[config.mk]
export PLATFORM = sky130hd
export DESIGN_NAME = mlsc_parser
export DESIGN_NICKNAME = d
export VERILOG_FILES = /design/src/design/mlsc_pkg.sv /design/src/design/mlsc_parser.sv
export SDC_FILE = /design/constraint.sdc
export NUM_CORES = 1
export LEC_CHECK = 0
export BUFFER_PORTS_ARGS = -buffer_cell sky130_fd_sc_hd__buf_2
export CAP_MARGIN = 40
export CORE_UTILIZATION = 55
export DETAILED_ROUTE_END_ITERATION = 6
export PLACE_DENSITY_LB_ADDON = 0.12
export SLEW_MARGIN = 25
export SYNTH_ARGS = -nofsm -noshare
export SYNTH_HDL_FRONTEND = slang
export SYNTH_SLANG_ARGS = --single-unit
[constraint.sdc]
create_clock -name clock -period 3.9 [get_ports clock]
set_input_delay 0.39 -clock clock [delete_from_list [all_inputs] [get_ports clock]]
set_output_delay 0.39 -clock clock [all_outputs]
set_load 0.005 [all_outputs]
[src/design/mlsc_pkg.sv]
// shared types, constants and grammar tables for the manifest line and stream checker
package mlsc_pkg;

   typedef enum logic [1:0] {
      MODE_MANIFEST = 2'd0,
      MODE_SPEECH   = 2'd1,
      MODE_FINISH   = 2'd2,
      MODE_NONE     = 2'd3
   } mode_type;

   typedef enum logic [1:0] {
      REC_OPEN    = 2'd0,
      REC_SEALED  = 2'd1,
      REC_REFUSED = 2'd2
   } rec_status_type;

   typedef struct packed {
      rec_status_type status;
      logic [63:0]    digest;
      logic [63:0]    count;
   } claim_type;

   localparam logic [63:0] FNV_BASIS = 64'hcbf29ce484222325;
   localparam logic [63:0] DEC_LIMIT = 64'd1844674407370955161;

   localparam logic [3:0] POS_DIGEST  = 4'd1;
   localparam logic [3:0] POS_BYTES   = 4'd3;
   localparam logic [3:0] POS_HAND    = 4'd7;
   localparam logic [3:0] POS_LAW     = 4'd9;
   localparam logic [3:0] POS_OPENING = 4'd11;
   localparam logic [3:0] POS_LAST    = 4'd15;

   localparam logic [7:0] CHAR_SPACE = 8'h20;
   localparam logic [7:0] CHAR_CR    = 8'h0d;
   localparam logic [7:0] CHAR_LF    = 8'h0a;

   localparam logic [24*8-1:0] LIT0 = "spoke: candidate-digest=";
   localparam logic [7*8-1:0]  LIT1 = " bytes=";
   localparam logic [6*8-1:0]  LIT2 = " seed=";
   localparam logic [6*8-1:0]  LIT3 = " hand=";
   localparam logic [5*8-1:0]  LIT4 = " law=";
   localparam logic [9*8-1:0]  LIT5 = " opening=";
   localparam logic [13*8-1:0] LIT6 = " lived-bytes=";
   localparam logic [9*8-1:0]  LIT7 = " episode=";

   localparam logic [3*8-1:0]  HAND0 = "uni";
   localparam logic [2*8-1:0]  HAND1 = "bi";
   localparam logic [3*8-1:0]  HAND2 = "tri";
   localparam logic [17*8-1:0] LAW0  = "supported-backoff";
   localparam logic [11*8-1:0] LAW1  = "laplace-red";

   function automatic logic [4:0] lit_len(input logic [2:0] k);
      logic [4:0] n;
      case (k)
         3'd0: n = 5'd24;
         3'd1: n = 5'd7;
         3'd2: n = 5'd6;
         3'd3: n = 5'd6;
         3'd4: n = 5'd5;
         3'd5: n = 5'd9;
         3'd6: n = 5'd13;
         default: n = 5'd9;
      endcase
      return n;
   endfunction

   // character c of literal k, zero past its end
   function automatic logic [7:0] lit_char(input logic [2:0] k, input logic [4:0] c);
      logic [7:0] ch;
      int         i;
      ch = 8'h00;
      i  = int'(c);
      case (k)
         3'd0: if (i < 24) ch = LIT0[8*(23 - i) +: 8];
         3'd1: if (i < 7)  ch = LIT1[8*(6 - i) +: 8];
         3'd2: if (i < 6)  ch = LIT2[8*(5 - i) +: 8];
         3'd3: if (i < 6)  ch = LIT3[8*(5 - i) +: 8];
         3'd4: if (i < 5)  ch = LIT4[8*(4 - i) +: 8];
         3'd5: if (i < 9)  ch = LIT5[8*(8 - i) +: 8];
         3'd6: if (i < 13) ch = LIT6[8*(12 - i) +: 8];
         default: if (i < 9) ch = LIT7[8*(8 - i) +: 8];
      endcase
      return ch;
   endfunction

   // length of the chosen word, zero for a choice that does not exist
   function automatic logic [4:0] word_len(input logic is_law, input logic [1:0] wc);
      logic [4:0] n;
      n = 5'd0;
      if (is_law) begin
         case (wc)
            2'd0: n = 5'd17;
            2'd1: n = 5'd11;
            default: n = 5'd0;
         endcase
      end else begin
         case (wc)
            2'd0: n = 5'd3;
            2'd1: n = 5'd2;
            2'd2: n = 5'd3;
            default: n = 5'd0;
         endcase
      end
      return n;
   endfunction

   function automatic logic [7:0] word_char(input logic is_law, input logic [1:0] wc,
                                            input logic [4:0] c);
      logic [7:0] ch;
      int         i;
      ch = 8'h00;
      i  = int'(c);
      if (is_law) begin
         case (wc)
            2'd0: if (i < 17) ch = LAW0[8*(16 - i) +: 8];
            2'd1: if (i < 11) ch = LAW1[8*(10 - i) +: 8];
            default: ch = 8'h00;
         endcase
      end else begin
         case (wc)
            2'd0: if (i < 3) ch = HAND0[8*(2 - i) +: 8];
            2'd1: if (i < 2) ch = HAND1[8*(1 - i) +: 8];
            2'd2: if (i < 3) ch = HAND2[8*(2 - i) +: 8];
            default: ch = 8'h00;
         endcase
      end
      return ch;
   endfunction

endpackage

[src/design/mlsc_parser.sv]
// manifest line recognizer: one byte per cycle, holds the claimed digest and count
module mlsc_parser
   import mlsc_pkg::*;
(
   input  logic        clock,
   input  logic        reset,
   input  logic        byte_en,
   input  logic        clear,
   input  logic [7:0]  data_byte,
   output claim_type   claim
);

   logic [3:0]     pos_ff, pos_in;
   logic [1:0]     wc_ff, wc_in;
   logic [4:0]     cnt_ff, cnt_in;
   logic [63:0]    acc_ff, acc_in;
   logic [63:0]    digest_ff, digest_in;
   logic [63:0]    count_ff, count_in;
   rec_status_type status_ff, status_in;
   logic           cr_ff, cr_in;

   logic           refuse;
   logic [4:0]     lit_n;
   logic [4:0]     cnt_inc;
   logic           is_law;
   logic [4:0]     wlen;
   logic           complete;
   logic           hex_ok;
   logic [3:0]     hex_val;
   logic           is_digit;
   logic [3:0]     digit;
   logic [63:0]    acc_x10;
   logic           overflow;

   always_comb begin
      lit_n    = lit_len(pos_ff[3:1]);
      cnt_inc  = 5'(cnt_ff + 5'd1);
      is_law   = (pos_ff == POS_LAW);
      wlen     = word_len(is_law, wc_ff);
      is_digit = (data_byte >= "0") && (data_byte <= "9");
      digit    = 4'(data_byte - 8'h30);
      hex_ok   = 1'b1;
      hex_val  = digit;
      if (is_digit) begin
         hex_val = digit;
      end else if (data_byte >= "a" && data_byte <= "f") begin
         hex_val = 4'(data_byte - 8'h57);
      end else begin
         hex_ok = 1'b0;
      end
      acc_x10  = (acc_ff << 3) + (acc_ff << 1);
      overflow = (acc_ff > DEC_LIMIT) || (acc_ff == DEC_LIMIT && digit > 4'd5);
      case (pos_ff) inside
         POS_DIGEST:        complete = (cnt_ff == 5'd16);
         POS_HAND, POS_LAW: complete = (wlen != 5'd0) && (cnt_ff == wlen);
         POS_OPENING:       complete = (cnt_ff == 5'd4);
         default:           complete = (cnt_ff != 5'd0);
      endcase
   end

   always_comb begin
      pos_in    = pos_ff;
      wc_in     = wc_ff;
      cnt_in    = cnt_ff;
      acc_in    = acc_ff;
      digest_in = digest_ff;
      count_in  = count_ff;
      status_in = status_ff;
      cr_in     = cr_ff;
      refuse    = 1'b0;
      if (clear) begin
         pos_in    = 4'd0;
         wc_in     = 2'd0;
         cnt_in    = 5'd0;
         acc_in    = 64'd0;
         digest_in = 64'd0;
         count_in  = 64'd0;
         status_in = REC_OPEN;
         cr_in     = 1'b0;
      end else if (byte_en) begin
         if (status_ff != REC_OPEN) begin
            refuse = 1'b1;
         end else if (!pos_ff[0]) begin
            if (cnt_ff >= lit_n || lit_char(pos_ff[3:1], cnt_ff) != data_byte) begin
               refuse = 1'b1;
            end else if (cnt_inc == lit_n) begin
               pos_in = 4'(pos_ff + 4'd1);
               cnt_in = 5'd0;
               acc_in = 64'd0;
               wc_in  = 2'd0;
            end else begin
               cnt_in = cnt_inc;
            end
         end else if (pos_ff == POS_LAST && cr_ff) begin
            if (data_byte == CHAR_LF) status_in = REC_SEALED;
            else refuse = 1'b1;
         end else if (pos_ff == POS_LAST && (data_byte == CHAR_CR || data_byte == CHAR_LF)) begin
            if (!complete) refuse = 1'b1;
            else if (data_byte == CHAR_CR) cr_in = 1'b1;
            else status_in = REC_SEALED;
         end else if (pos_ff != POS_LAST && data_byte == CHAR_SPACE) begin
            if (!complete) begin
               refuse = 1'b1;
            end else begin
               if (pos_ff == POS_BYTES) count_in = acc_ff;
               pos_in = 4'(pos_ff + 4'd1);
               // the leading space of the next literal is already taken
               cnt_in = 5'd1;
            end
         end else if (pos_ff == POS_DIGEST || pos_ff == POS_OPENING) begin
            if (!hex_ok || cnt_ff >= ((pos_ff == POS_DIGEST) ? 5'd16 : 5'd4)) begin
               refuse = 1'b1;
            end else begin
               if (pos_ff == POS_DIGEST) digest_in = {digest_ff[59:0], hex_val};
               cnt_in = cnt_inc;
            end
         end else if (pos_ff == POS_HAND || pos_ff == POS_LAW) begin
            if (cnt_ff == 5'd0) begin
               cnt_in = 5'd1;
               if (is_law) begin
                  if (data_byte == "s") wc_in = 2'd0;
                  else if (data_byte == "l") wc_in = 2'd1;
                  else refuse = 1'b1;
               end else begin
                  if (data_byte == "u") wc_in = 2'd0;
                  else if (data_byte == "b") wc_in = 2'd1;
                  else if (data_byte == "t") wc_in = 2'd2;
                  else refuse = 1'b1;
               end
            end else if (cnt_ff >= wlen || word_char(is_law, wc_ff, cnt_ff) != data_byte) begin
               refuse = 1'b1;
            end else begin
               cnt_in = cnt_inc;
            end
         end else begin
            // canonical decimal that fits in 64 bits
            if (!is_digit || (cnt_ff != 5'd0 && acc_ff == 64'd0) || overflow) begin
               refuse = 1'b1;
            end else begin
               acc_in = acc_x10 + {60'd0, digit};
               if (cnt_ff < 5'd31) cnt_in = cnt_inc;
            end
         end
         if (refuse) status_in = REC_REFUSED;
      end
   end

   always_ff @(posedge clock) begin
      if (reset) begin
         pos_ff    <= 4'd0;
         wc_ff     <= 2'd0;
         cnt_ff    <= 5'd0;
         acc_ff    <= 64'd0;
         digest_ff <= 64'd0;
         count_ff  <= 64'd0;
         status_ff <= REC_OPEN;
         cr_ff     <= 1'b0;
      end else begin
         pos_ff    <= pos_in;
         wc_ff     <= wc_in;
         cnt_ff    <= cnt_in;
         acc_ff    <= acc_in;
         digest_ff <= digest_in;
         count_ff  <= count_in;
         status_ff <= status_in;
         cr_ff     <= cr_in;
      end
   end

   assign claim.status = status_ff;
   assign claim.digest = digest_ff;
   assign claim.count  = count_ff;

`ifndef SYNTH
   a_sealed_at_end: assert property (@(posedge clock) disable iff (reset)
      status_ff == REC_SEALED |-> pos_ff == POS_LAST)
      else $error("record sealed before the last field");
   a_cr_at_end: assert property (@(posedge clock) disable iff (reset)
      cr_ff |-> pos_ff == POS_LAST)
      else $error("carriage return seen outside the last field");
   a_clear: assert property (@(posedge clock) disable iff (reset)
      clear |=> pos_ff == 4'd0 && status_ff == REC_OPEN && !cr_ff && cnt_ff == 5'd0)
      else $error("recognizer not back at the start after finish");
   a_refused_sticks: assert property (@(posedge clock) disable iff (reset)
      status_ff == REC_REFUSED && !clear |=> status_ff == REC_REFUSED)
      else $error("refused record reopened");
`endif

endmodule

**After elaboration in Yosys (flattened, before gate mapping)**

Cells that the tools add are included.

- Bits in registers: 206
- Bits of input ports: 12
- Word-level logic and storage cells: 275

- Mux-type cells: 118
- Shift-type cells: 13
- Add/subtract/negate cells: 16
- Reduce and logical (&&, ||, !) cells: 43
- Bitwise gates (word level): 5
- Eq/ne operators: 51
- $lt $le $gt $ge: 20

Operator list:

| cell | number |
|---|---|
| $mux 64 | 9 |
| $mux 8 | 28 |
| $shiftx 192x9->8 const A | 1 |
| $shiftx 72x9->8 const A | 2 |
| $shiftx 136x9->8 const A | 1 |
| $shiftx 104x9->8 const A | 1 |
| $shiftx 48x9->8 const A | 2 |
| $shiftx 88x9->8 const A | 1 |
| $mux 5 | 16 |
| $add 64x4->64 | 1 |
| $add 64x64->64 | 1 |
| $eq 64x61->1 const B | 1 |
| $gt 64x61->1 const B | 1 |
| $logic_not 64->1 | 1 |
| $pmux 8 s7 | 1 |
| $shiftx 56x9->8 const A | 1 |
| $shiftx 24x9->8 const A | 2 |
| $mux 2 | 23 |
| $eq 8x7->1 const B | 5 |
| $shiftx 40x9->8 const A | 1 |
| $mux 4 | 9 |
| $mux 1 | 27 |
| $pmux 5 s5 | 1 |
| $pmux 8 s3 | 1 |
| 65 further kinds | 129 |

**Longest topological paths before layout**

- Word-level depth: 30
- Depth in mapped cells: 20
- Depth with buffers taken out: 16

**Least setup slack after synthesis**

OpenSTA, ideal clock, no wires.

- Kind: reg-to-reg
- From: reg cnt_ff[0]
- To: reg cnt_ff[4]
- Clock period less this slack: 3829 ps
- Cell stages (with the launch flop): 20
- Setup time: 70 ps
- Arrival: 3758 ps
- Setup slack: 71 ps
- Path through: dfxtp_1 > buf_2 > buf_4 > inv_1 > ha_1 > buf_2 > inv_1 > nor3_1 > ha_1 > inv_1 > o31ai_1 > o211a_1 > a22oi_1 > a211oi_1 > nor3_2 > nand4_1 > o21ai_1 > nand3_2 > or4_1 > a21oi_1

- Word-level cells in the longest chain between the ends: 19

RTL lines:

| item | RTL line | text |
|---|---|---|
| start: declaration | mlsc_parser.sv:15 | `logic [4:0] cnt_ff, cnt_in;` |
| start signal: assignment | mlsc_parser.sv:161 | `cnt_ff <= cnt_in;` |
| $sub 5x5->6 (tied with other cells) | mlsc_pkg.sv:115 | `2'd0: if (i < 17) ch = LAW0[8*(16 - i) +: 8];` |
| $shiftx 136x9->8 (tied with other cells) | mlsc_pkg.sv:115 |  |
| $mux 8 (on tied branches) | n/a |  |
| $pmux 8 s2 / $pmux 8 s3 (equally long branches) | mlsc_pkg.sv:114, mlsc_pkg.sv:120 |  |
| $mux 8 | mlsc_pkg.sv:113 | `if (is_law) begin` |
| $mux 8 | mlsc_parser.sv:118 | `if (cnt_ff == 5'd0) begin` |
| $mux 8 | mlsc_parser.sv:117 | `end else if (pos_ff == POS_HAND \|\| pos_ff == POS_LAW) begin` |
| $mux 8 | mlsc_parser.sv:110 | `end else if (pos_ff == POS_DIGEST \|\| pos_ff == POS_OPENING) begin` |
| [... 3 more ...] | n/a |  |
| $mux 8 | mlsc_parser.sv:83 | `end else if (!pos_ff[0]) begin` |
| $mux 8 | mlsc_parser.sv:81 | `if (status_ff != REC_OPEN) begin` |
| $mux 8 | mlsc_parser.sv:80 | `end else if (byte_en) begin` |
| $mux 8 | mlsc_parser.sv:71 | `if (clear) begin` |
| $ne 8x8->1 | mlsc_parser.sv:130 | `end else if (cnt_ff >= wlen \|\| word_char(is_law, wc_ff, cnt_ff) != data_byte) begin` |
| $logic_or 1x1->1 | mlsc_parser.sv:130 |  |
| $ne 6x6->1 (no line) | n/a |  |
| $reduce_and 10->1 (no line) | n/a |  |

Parallel ways exist; a longest one is shown, timed or not. The select of a mux whose other input is x is not followed.
A chain may end at the register's enable or synchronous reset.

**Worst setup path in the final report**

- From: reg cnt_ff[0]
- To: reg acc_ff[4]

- Word-level cells in the longest chain between the ends: 12

RTL lines:

| item | RTL line | text |
|---|---|---|
| $sub 5x5->6 (tied with other cells) | mlsc_pkg.sv:74 | `3'd0: if (i < 24) ch = LIT0[8*(23 - i) +: 8];` |
| $shiftx 192x9->8 (tied with other cells) | mlsc_pkg.sv:74 |  |
| $mux 8 (tied with other cells) | mlsc_pkg.sv:74 |  |
| $pmux 8 s7 | mlsc_pkg.sv:73 | `case (k)` |
| $mux 8 | mlsc_parser.sv:83 |  |
| $mux 8 | mlsc_parser.sv:81 |  |
| $mux 8 | mlsc_parser.sv:80 |  |
| $mux 8 | mlsc_parser.sv:71 |  |
| $ne 8x8->1 | mlsc_parser.sv:84 | `if (cnt_ff >= lit_n \|\| lit_char(pos_ff[3:1], cnt_ff) != data_byte) begin` |
| $logic_or 1x1->1 | mlsc_parser.sv:84 |  |
| $ne 2x2->1 (no line) | n/a |  |
| $reduce_and 10->1 (no line) (*) | n/a |  |
| end signal: assignment | mlsc_parser.sv:162 | `acc_ff <= acc_in;` |
| end: declaration | mlsc_parser.sv:16 | `logic [63:0] acc_ff, acc_in;` |

Every way passes the cells marked *; elsewhere a longest branch is shown, timed or not. The select of a mux whose other input is x is not followed.

==> reports/results.txt <==
fmax = 261 MHz
Layout area overhead = 21.0%
first-pass GRT wire length = 81800 µm
Crit path largest cell delay = 0.54 ns
Hold Crit Class = input pin to register
Worst VDD drop = 0.312 mV
synth top area cells = dfxtp_1 (26%), ha_1 (12%), nand2_1 (9.5%)
Critical Path End Type = register
Adder-Cell Fraction of Synth Area = 0.125
Routed WL = 52400 µm
crit-path cells = inv_1 > ha_2 > buf_4 > xnor2_1 > buf_4 > buf_4 > nand4_1 > nor2_4 > a211o_1 > a211oi_2 > buf_4 > xnor2_1 > nand4_1 > o21ai_2 > nand2_4 > or4_1 > a21oi_1
detailed-route DRC error count = 1
Critical Path RT = 4.37 ns
port bufs = 141
Yosys top cell by area = dfxtp_1
Clock Tree Root = clkbuf_16
largest net degree at the start of global routing = 77
Cells after DPL = 2695
Ports = 142
DRT antenna net count = 0
CP startpoint kind = register
Clock Skews = 0.0170 ns
Ys Warns = 0
final worst slack = 0.0681 ns
most frequent cell after synthesis = nand2_1
area share of the largest cell type after synthesis = 0.261
fin nets = 2521
reg2reg path depth = 17
proportion of synthesized area in mux cells = 0.00967
Vias/cell = 6.25
1st-pass router iterations = 7
drt wl/cell = 19.1 µm
#FFs+latches synth = 206
register area share after synthesis = 0.261
routed via count = 17200
fin area = 19100 µm²
Pwr Total = 4520 µW
crit-path max FO = 9
final cell count without fillers = 2750
Post-synth ARST share = 0
Post-synth EDFFs = 0
DRT iter0 DRCs = 1517
footprint of the multi-input gates = 11100 µm²
pre-CTS setup slack = -0.146 ns
# H-tree levels = 1
Initial Utilization = 0.564
CORE AREA = 28000 µm²
final setup violation count = 0
row count = 61
placed wire-length estimate = 38200 µm
largest family of logic cells by synthesized area = simple AND/OR/NAND/NOR gates
Post-Synthesis Cells = 2125
gr usage total = 0.345
GRT overflow = 0
Mapped Area = 15800 µm²
# clock sinks = 206
Die ar. = 29400 µm²
Min Hold Slack = 0.157 ns
Die Width = 171 µm
maximum clock insertion buffer count = 3
top_reg_cell synth = dfxtp_1
Synth Area in Compound Gates = 0.249
max_cap viols = 0
worst hold path stage count = 3
CTS tree = done
synth cell count leaders = nand2_1 (401), a21oi_1 (294), dfxtp_1 (206), ha_1 (155), nor2_1 (97)
clk_lat worst skew = 0.55 ns
clock transition at the registers of the reported paths = 0.07 ns
post-synthesis cell type count = 91
Final Max Tran Viols = 0
Placement Cell Area = 17900 µm²
Leakage = 0.00816 µW
Reg area = 4140 µm²
Die Span Y = 171 µm
violated checks = design-rule violations
RSZ-0062 raised after global routing = true
min Tclk post-route = 3.83 ns
Post-Synth Simple-Gate Area = 0.255
Synth Area in XOR/XNOR = 0.0479
RD Place Congestion = 1.03
share of cells above drive strength 1 = 0.197
syn nets = 2294
Fill cells = 2465
Final Hold Vio Count = 0
number of antenna violations at the first check in global routing = 1
status = complete, but fails checks
syn avg cell area = 7.43 µm²
Hold Buf Count CTS = 0
crit-path most repeated cell = buf_4
vias in the first global route = 15800
crit path DAT = 4.30 ns
critical path class = register to register
Crit-path slowest cell = or4_1
period utilization = 0.983
CTS buffer count = 25
Worst Tran Pin Value = 0.735 ns
Power Dens Cells = 237 nW/µm²
Slew HR = 0.504
state kept, by name, summed over array words and instances (netlist names):
register   count
acc_ff        64
count_ff      64
digest_ff     64
cnt_ff         5
pos_ff         4
status_ff      2
wc_ff          2
cr_ff          1
routing by layer:
| layer | vias up | GRT usage | share of wire |
|---|---|---|---|
| met4 | 0 | 0.167 | 0.049 |
| li1 | 8216 | - | - |
| met2 | 786 | 0.569 | 0.46 |
| met5 | - | 0 | 0 |
| met1 | 8012 | 0.438 | 0.42 |
| met3 | 185 | 0.0545 | 0.077 |
logic make-up (layout without fill, tap and decap cells):
kind of cell / count (synthesis) / in the layout
AO/OA/AOI/OAI: 634 / 634
buffers and inverters: 190 / 436
multiplexers: 15 / 15
adder cells (fa/ha/maj): 157 / 157
other: 0 / 1
flip-flops: 206 / 206
AND/OR/NAND/NOR: 839 / 839
XOR/XNOR: 84 / 84
area by class of cell:
cell class	instances	area share
antenna	1	0.000131
inverter	44	0.00864
sequential	206	0.216
clock inverter	16	0.00799
multi-input combinational	1729	0.582
clock buffer	30	0.0342
timing repair buffer	346	0.126
tap	378	0.0247
worst max-delay path: cells and delay by family (launching register included):
family,cells,cell delay (ns)
adder cells (fa/ha/maj),1,0.21
XOR/XNOR,2,0.23
AO/OA/AOI/OAI,4,1.03
flip-flops,1,0.37
AND/OR/NAND/NOR,5,1.17
buffers and inverters,5,0.74
what timing repair did:
item / in CTS / in global routing
setup buffers: 0 / 5
hold endpoints to repair: 0 / 0
gates resized for setup: 4 / 61
gates cloned: 0 / 3
pin swaps: 0 / 14
endpoints found under the setup margin: 13 / 63
worst paths after layout:
path           startpoint            to  slack, ns
max             cnt_ff[0]     acc_ff[4]       0.07
min               byte_en  status_ff[1]       0.16
max reg2reg     cnt_ff[0]     acc_ff[4]       0.07
min reg2reg  count_ff[27]  count_ff[27]       0.44
through the flow:
step / utilization / setup TNS [ns]
after CTS: 0.669 / 0
after detailed placement: 0.640 / -0.644
after global placement: 0.640 / -0.134
final: 0.682 / 0
after floorplan: - / 0
after global routing: 0.682 / -0.661
cells in the final DEF (no fill, tap or decap), types with 8 or more instances in the layout:
cell type	instances
o21a_1	12
a31oi_1	21
clkbuf_16	28
a21o_1	41
a211o_1	12
nand3_1	54
nor2_1	95
buf_2	141
dfxtp_1	199
mux2i_1	13
nor4_1	20
o211ai_1	25
ha_1	150
o21bai_1	8
o21ai_0	81
o31ai_1	13
and4_1	9
a211oi_1	19
xor2_1	22
nand4_1	78
or3_1	21
or4_1	10
buf_12	9
nand2_1	401
nor2b_1	18
nor3_1	33
o22ai_1	8
nand2b_1	20
inv_1	42
buf_4	192
a21oi_1	291
xnor2_1	59
and3_1	14
power by group:
part	internal, µW	leakage (µW)	switching (µW)	total [µW]
Sequential	2100	0.00166	0.363	2100
Clock	1290	0.000385	1010	2300
Combinational	31.8	0.00612	85.9	118
Total	3420	0.00816	1100	4520
No activity file was read; power rests on OpenSTA's default activity.
